### src/rtl/mhpq_pkg.sv
// Shared types and codes for the max-heap priority queue unit.
package mhpq_pkg;

	localparam logic [2:0] CMD_INSERT  = 3'd0;
	localparam logic [2:0] CMD_POP_MAX = 3'd1;
	localparam logic [2:0] CMD_DELETE  = 3'd2;
	localparam logic [2:0] CMD_REPLACE = 3'd3;
	localparam logic [2:0] CMD_KTH     = 3'd4;

	localparam logic [1:0] ST_OK     = 2'd0;
	localparam logic [1:0] ST_EMPTY  = 2'd1;
	localparam logic [1:0] ST_FULL   = 2'd2;
	localparam logic [1:0] ST_BADPOS = 2'd3;

	typedef enum logic [4:0] {
		OP_NOP,
		OP_LOAD,
		OP_SET_ST,
		OP_INS_START,
		OP_RD_POS,
		OP_TAKE,
		OP_LAST,
		OP_REPL,
		OP_RD_PARENT,
		OP_UP_MOVE,
		OP_WR_KEY,
		OP_RD_LEFT,
		OP_LCMP,
		OP_RCMP,
		OP_DN_MOVE,
		OP_NEXT_K,
		OP_OUT
	} dp_op_t;

	typedef struct packed {
		dp_op_t     op;
		logic [1:0] st;
	} dp_cmd_t;

	typedef struct packed {
		logic [2:0] cmd;
		logic       full;
		logic       empty;
		logic       bad_pos;
		logic       bad_k;
		logic       idx_zero;
		logic       up_gt;
		logic       l_in;
		logic       r_in;
		logic       big_self;
		logic       more_k;
		logic       hole_last;
	} dp_stat_t;

endpackage

### src/rtl/mhpq_ctrl.sv
// Controller state machine that sequences heap commands over the datapath.
module mhpq_ctrl (
	input  logic               clk,
	input  logic               arst_n,
	input  logic               in_valid,
	output logic               in_stall,
	output logic               out_valid,
	input  logic               out_stall,
	input  mhpq_pkg::dp_stat_t dstat,
	output mhpq_pkg::dp_cmd_t  dcmd
);
	import mhpq_pkg::*;

	typedef enum logic [3:0] {
		S_IDLE, S_DECODE, S_RM_RD, S_RM_TAKE, S_RM_LAST, S_FIX, S_FIX_CMP,
		S_UP_RD, S_UP_CMP, S_DN_L, S_DN_LC, S_DN_RC, S_DN_MOV, S_DONE, S_FIN
	} state_t;

	state_t state_q;
	state_t state_d;
	logic   out_valid_q;

	assign in_stall  = (state_q != S_IDLE);
	assign out_valid = out_valid_q;

	always_comb begin
		dcmd.op = OP_NOP;
		dcmd.st = ST_OK;
		state_d = state_q;
		unique case (state_q)
			S_IDLE: begin
				if (in_valid) begin
					dcmd.op = OP_LOAD;
					state_d = S_DECODE;
				end
			end
			S_DECODE: begin
				state_d = S_FIN;
				unique case (dstat.cmd) inside
					CMD_INSERT: begin
						if (dstat.full) begin
							dcmd.op = OP_SET_ST;
							dcmd.st = ST_FULL;
						end else begin
							dcmd.op = OP_INS_START;
							state_d = S_UP_RD;
						end
					end
					CMD_POP_MAX: begin
						if (dstat.empty) begin
							dcmd.op = OP_SET_ST;
							dcmd.st = ST_EMPTY;
						end else begin
							state_d = S_RM_RD;
						end
					end
					CMD_DELETE, CMD_REPLACE: begin
						if (dstat.empty) begin
							dcmd.op = OP_SET_ST;
							dcmd.st = ST_EMPTY;
						end else if (dstat.bad_pos) begin
							dcmd.op = OP_SET_ST;
							dcmd.st = ST_BADPOS;
						end else if (dstat.cmd == CMD_DELETE) begin
							state_d = S_RM_RD;
						end else begin
							dcmd.op = OP_REPL;
							state_d = S_FIX;
						end
					end
					CMD_KTH: begin
						if (dstat.bad_k) begin
							dcmd.op = OP_SET_ST;
							dcmd.st = ST_EMPTY;
						end else begin
							state_d = S_RM_RD;
						end
					end
					default: state_d = S_FIN;
				endcase
			end
			S_RM_RD: begin
				dcmd.op = OP_RD_POS;
				state_d = S_RM_TAKE;
			end
			S_RM_TAKE: begin
				dcmd.op = OP_TAKE;
				state_d = dstat.hole_last ? S_RM_LAST : S_DONE;
			end
			S_RM_LAST: begin
				dcmd.op = OP_LAST;
				state_d = S_FIX;
			end
			S_FIX: begin
				if (dstat.idx_zero) begin
					state_d = S_DN_L;
				end else begin
					dcmd.op = OP_RD_PARENT;
					state_d = S_FIX_CMP;
				end
			end
			S_FIX_CMP: begin
				if (dstat.up_gt) begin
					dcmd.op = OP_UP_MOVE;
					state_d = S_UP_RD;
				end else begin
					state_d = S_DN_L;
				end
			end
			S_UP_RD: begin
				if (dstat.idx_zero) begin
					dcmd.op = OP_WR_KEY;
					state_d = S_DONE;
				end else begin
					dcmd.op = OP_RD_PARENT;
					state_d = S_UP_CMP;
				end
			end
			S_UP_CMP: begin
				if (dstat.up_gt) begin
					dcmd.op = OP_UP_MOVE;
					state_d = S_UP_RD;
				end else begin
					dcmd.op = OP_WR_KEY;
					state_d = S_DONE;
				end
			end
			S_DN_L: begin
				if (dstat.l_in) begin
					dcmd.op = OP_RD_LEFT;
					state_d = S_DN_LC;
				end else begin
					dcmd.op = OP_WR_KEY;
					state_d = S_DONE;
				end
			end
			S_DN_LC: begin
				dcmd.op = OP_LCMP;
				state_d = dstat.r_in ? S_DN_RC : S_DN_MOV;
			end
			S_DN_RC: begin
				dcmd.op = OP_RCMP;
				state_d = S_DN_MOV;
			end
			S_DN_MOV: begin
				if (dstat.big_self) begin
					dcmd.op = OP_WR_KEY;
					state_d = S_DONE;
				end else begin
					dcmd.op = OP_DN_MOVE;
					state_d = S_DN_L;
				end
			end
			S_DONE: begin
				if (dstat.cmd == CMD_KTH && dstat.more_k) begin
					dcmd.op = OP_NEXT_K;
					state_d = S_RM_RD;
				end else begin
					state_d = S_FIN;
				end
			end
			S_FIN: begin
				if (!(out_valid_q && out_stall)) begin
					dcmd.op = OP_OUT;
					state_d = S_IDLE;
				end
			end
			default: state_d = S_IDLE;
		endcase
	end

	always_ff @(posedge clk or negedge arst_n) begin
		if (!arst_n) begin
			state_q     <= S_IDLE;
			out_valid_q <= 1'b0;
		end else begin
			state_q <= state_d;
			if (out_valid_q && !out_stall) begin
				out_valid_q <= 1'b0;
			end
			if (dcmd.op == OP_OUT) begin
				out_valid_q <= 1'b1;
			end
		end
	end

endmodule

### config.mk
export PLATFORM = sky130hd
export DESIGN_NAME = mhpq_ctrl
export DESIGN_NICKNAME = d
export VERILOG_FILES = /design/src/rtl/mhpq_pkg.sv /design/src/rtl/mhpq_ctrl.sv
export SDC_FILE = /design/constraint.sdc
export NUM_CORES = 1
export LEC_CHECK = 0
export CAP_MARGIN = 20
export CORE_MARGIN = 4
export CORE_UTILIZATION = 50
export DETAILED_ROUTE_END_ITERATION = 8
export DONT_BUFFER_PORTS = 1
export GPL_TIMING_DRIVEN = 0
export HOLD_SLACK_MARGIN = 0.03
export MAX_ROUTING_LAYER = met4
export SYNTH_ARGS = -nofsm -noshare
export SYNTH_HDL_FRONTEND = slang
export SYNTH_SLANG_ARGS = --single-unit
### constraint.sdc
create_clock -name clk -period 2 [get_ports clk]
set_clock_uncertainty 0.15 [all_clocks]
set_input_delay 0.2 -clock clk [delete_from_list [all_inputs] [get_ports clk]]
set_output_delay 0.2 -clock clk [all_outputs]
set_load 0.02 [all_outputs]
After elaboration in Yosys (flattened, before gate mapping)
Index checks and enable logic that the tools add are counted.
- order comparisons: 0
- bitwise logic cells: 0
- $add $sub $neg: 0
- equality and inequality tests: 21
- reduce and logical (&&, ||, !) cells: 10
- div/mod/pow operators: 0
- mux-type cells: 41
- shifts and indexed selects: 0
- $mul: 0
- operators with widths (operator ; count):
    case mux 5 bit (15 select lines) ; 1
    2-to-1 mux 4 bit ; 17
    case mux 4 bit (15 select lines) ; 1
    == test 4 bit, second input constant ; 7
    2-to-1 mux 3 bit ; 8
    case mux 5 bit (4 select lines) ; 1
    == test 4 x 3 -> 1 bit, second input constant ; 4
    case mux 4 bit (4 select lines) ; 1
    2-to-1 mux 2 bit ; 5
    2-to-1 mux 5 bit ; 2
    == test 4 x 2 -> 1 bit, second input constant ; 2
    == test 3 x 2 -> 1 bit, second input constant ; 2
    == test 5 bit, second input constant ; 1
    2-to-1 mux 1 bit ; 5
    == test 4 x 1 -> 1 bit, second input constant ; 1
    zero test 4 bit ; 1
    != test 2 bit, second input constant ; 2
    nonzero test 4 bit ; 1
    == test 3 x 1 -> 1 bit, second input constant ; 1
    == test 3 bit, second input constant ; 1
    logical AND 1 bit ; 3
    zero test 3 bit ; 1
    AND reduction 2 bit ; 1
    nonzero test 2 bit ; 1
    other kinds (2) ; 2
- bits of input ports: 18
- logic and storage cells: 74
- output and inout port bits: 9
- memory bits (read-only): 0
- RAM bits: 0
- flip-flop bits (word level): 5
- latch bits: 0
- memories kept: 0

Logic depth before layout (Yosys ltp)
- word-level depth: 8
- mapped depth: 7

Worst setup path before layout
No wires, ideal clock.
- path type: flip-flop to output port
- start point: reg state_q[3]
- end point: out dcmd[5] in the netlist's numbering
- setup slack: 0.038 ns
- arrival time: 1.612 ns
- stages on the path, launching flop included: 4
- path buffers: 2
- path through: dfrtp_1 -> clkbuf_1 -> clkbuf_8 -> o311ai_0
- RTL lines (what ; RTL line ; source):
    start: declaration ; mhpq_ctrl.sv:19 ; state_t state_q;
    start signal: assignment ; mhpq_ctrl.sv:177 ; state_q <= state_d;
    end: declaration ; mhpq_ctrl.sv:10 ; output mhpq_pkg::dp_cmd_t dcmd

==> impl_metrics.toml <==
[status]
status = "finished with violations"
failed_checks = "setup timing"

[timing]
period_share_pct = 100
fmax_mhz = 500
final-hold-violation-count = 0
relSlewSlack_pct = 55.8
hold_slack_ns = 0.0884
drv_slew = 0
fin_ws_ns = -0.0000522
finalSetupViolCount = 1
period_needed_ns = 2.00
worst_pin_slew_ns = 0.661
rsz0062_at_grt = "true"

[synthesis]
synth-compound-area-share_pct = 34.1
synth-simple-area-share_pct = 39.1
ys_seq_area_share_pct = 13.5
async_flop_share_pct = 100
synth_edf_count = 0
synthAdderAreaFrac_pct = 0
ys_ff_latch = 5
synthXorXnorAreaFrac_pct = 0.946
synth_mux_area_share_pct = 0
synth_area_per_cell_um2 = 7.29
synth_top_family_by_area = "simple AND/OR/NAND/NOR gates"
synth_ff_type = "dfrtp_1"
yosysWarnings = 0
synth_nets = 145
synth_cell_type_count = 45
syn_inst = 127
netlist_area_um2 = 926

[worst_setup_path]
r2r_slack_ns = 0.18
path_class = "reg -> out"
crit_path_max_fanout = 8
timing.rr.start = "state_q[3]$_DFFE_PN0P_"
critPathRequiredTime_ns = 1.65
r2r_cells = 6
slowest_delay_ns = 0.59
slowest_stage = "or4b_4"
arrival_ns = 1.65
r2r_end = "state_q[0]$_DFFE_PN0P_"
end_kind = "primary output"
worstSetupStartpointType = "flop"
crit_path_cell_trace = "buf_8 > nand2b_4 > a211o_1 > o21ai_1 > or4b_4"

[routing]
detail_route.first_pass.iterations = 5
via_per_inst = 6.30
drc_errors = 0
routed_wl_um = 2810
first_iter_violations = 43
wire_per_inst_um = 17.0
vias = 1039
ant_nets = 0

[floorplanning]
io_pins = 27
initial_core_util_pct = 53.0
dieArea_mm2 = 0.00260
core-area_mm2 = 0.00175
die_y_um = 51.0
die_width_um = 51.0
num_rows = 15

[job]
maxCapViolations = 0

[grt]
grt_max_degree = 11
grt_pass1_vias = 1001
grt_use_total_pct = 23.5
antenna_found_initial = 0
grt_pass1_wl_um = 4660
overflow = 0

[placement]
pre_cts_slack_ns = -0.141
place.gp.congestion = 0.926
hpwl_um = 1980
io_buffer_count = 0

[clock_tree]
clk_latency_ns = 0.24
cts_buffer_depth = 2
cts_root_buf = "clkbuf_4"
cts.sinks = 5
cts_inserted_buffers = 3
cts_tree = "done"
cts.htree.levels = 1
clk_transition_reported_paths_ns = 0.04

[power_and_ir_drop]
p_per_area_mw_per_mm2 = 1530
ir_drop_mv = 1.07
p_leak_nw = 0.454

[cells_and_area]
synthToLayoutAreaGrowth_pct = 26.8
num-nets-final = 159
diodes = 0
drive_gt1_share_pct = 30.0
layout.filler_cells = 158

[min_path]
min-delay-path-class = "in -> async"
worst max path at each step:
| stage | startpoint | end | slack [ns] |
|---|---|---|---|
| 6_report | state_q[1]$_DFFE_PN0P_ | dcmd[2] | -0.00005 |
| 5_1_grt | state_q[1]$_DFFE_PN0P_ | dcmd[2] | -0.07 |
| 4_1_cts | state_q[2]$_DFFE_PN0P_ | dcmd[3] | 0.007 |
| 3_5_place_dp | state_q[3]$_DFFE_PN0P_ | dcmd[5] | -0.14 |
| 3_3_place_gp | state_q[3]$_DFFE_PN0P_ | dcmd[5] | -0.14 |
| 2_1_floorplan | state_q[3]$_DFFE_PN0P_ | dcmd[5] | 0.04 |
layer usage:
layer	up-vias	track usage [%]	routed length (um)
li1	499	-	-
met1	488	29.4	1130
met2	44	37.8	1450
met3	8	4.37	184
met4	0	8.07	55
met5	-	-	0
state kept, by name (all words and copies together), names as in the netlist:
signal and count:
out_valid 1, state_q 4
layout by cell type, fill, tap and decap left out, types with 3 or more instances in the layout:
master and instances:
nor2b_1 5, a21oi_1 4, o31ai_1 4, o21ai_0 13, clkbuf_4 3, nor3b_1 4, nand2b_1 7, nand2_1 12
buf_8 3, buf_6 4, nor2_1 7, buf_4 6, or3_4 3, dfrtp_1 4, nand3_1 4, nand2b_4 3
cell type report:
| type | instances | area [um^2] | area share (%) |
|---|---|---|---|
| Sequential cell | 5 | 126 | 10.8 |
| Inverter | 2 | 7.51 | 0.640 |
| Multi-Input combinational cell | 108 | 781 | 66.5 |
| Tap cell | 25 | 31.3 | 2.67 |
| Buffer | 12 | 128 | 10.9 |
| Timing Repair Buffer | 9 | 73.8 | 6.29 |
| Clock buffer | 4 | 26.3 | 2.24 |
metrics by stage:
stage          instance area (um^2)    TNS [ns]  std cells  total power, mW  utilization [%]
6_report                       1170  -0.0000522        165             1.79             67.2
5_1_grt                        1170      -0.152        165             1.94             67.2
2_1_floorplan                   926           0        127             1.12                -
3_3_place_gp                    957      -0.138        152             1.31             54.8
3_5_place_dp                    957      -0.141        152             1.33             54.8
4_1_cts                        1060           0        158             1.56             60.9
timing repair:
item | 4_1_cts | 5_1_grt
pin swaps | 2 | 6
resized for setup | 14 | 19
setup endpoints to repair | 5 | 4
hold buffers | 2 | 0
endpoints found under the hold margin | 6 | 0
cloned | 0 | 1
buffers inserted | 0 | 6
critical path, delay by kind of cell (launching register included):
family,cells,cell delay (ns)
AOI/OAI and AO/OA,2,0.21
buffers and inverters,1,0.13
and+or+nand+nor,2,0.71
DFF,1,0.36
cells in the mapped netlist, types with 3 or more instances:
master / count / area share, %
o21ai_0: 15 / 8.1
nand2_1: 14 / 5.7
nor2_1: 11 / 4.5
nand2b_1: 9 / 6.1
a21oi_1: 5 / 2.7
dfrtp_1: 5 / 14
nor2b_1: 5 / 3.4
clkbuf_8: 4 / 5.9
nand3_1: 4 / 2.2
nor3b_1: 4 / 3.2
o31ai_1: 4 / 3.2
buf_2: 3 / 1.6
kinds of logic after synthesis:
logic type,count (synthesis)
compound gates,44
xor+xnor,1
buf+inv,14
flops,5
simple gates,63
power by group:
part           switching (mW)  internal, mW  total, mW
Clock                  0.0365        0.0751      0.112
Combinational           0.804         0.669       1.47
Sequential             0.0528         0.155      0.208
Total                   0.894         0.899       1.79
No activity file was read; power rests on OpenSTA's default activity.
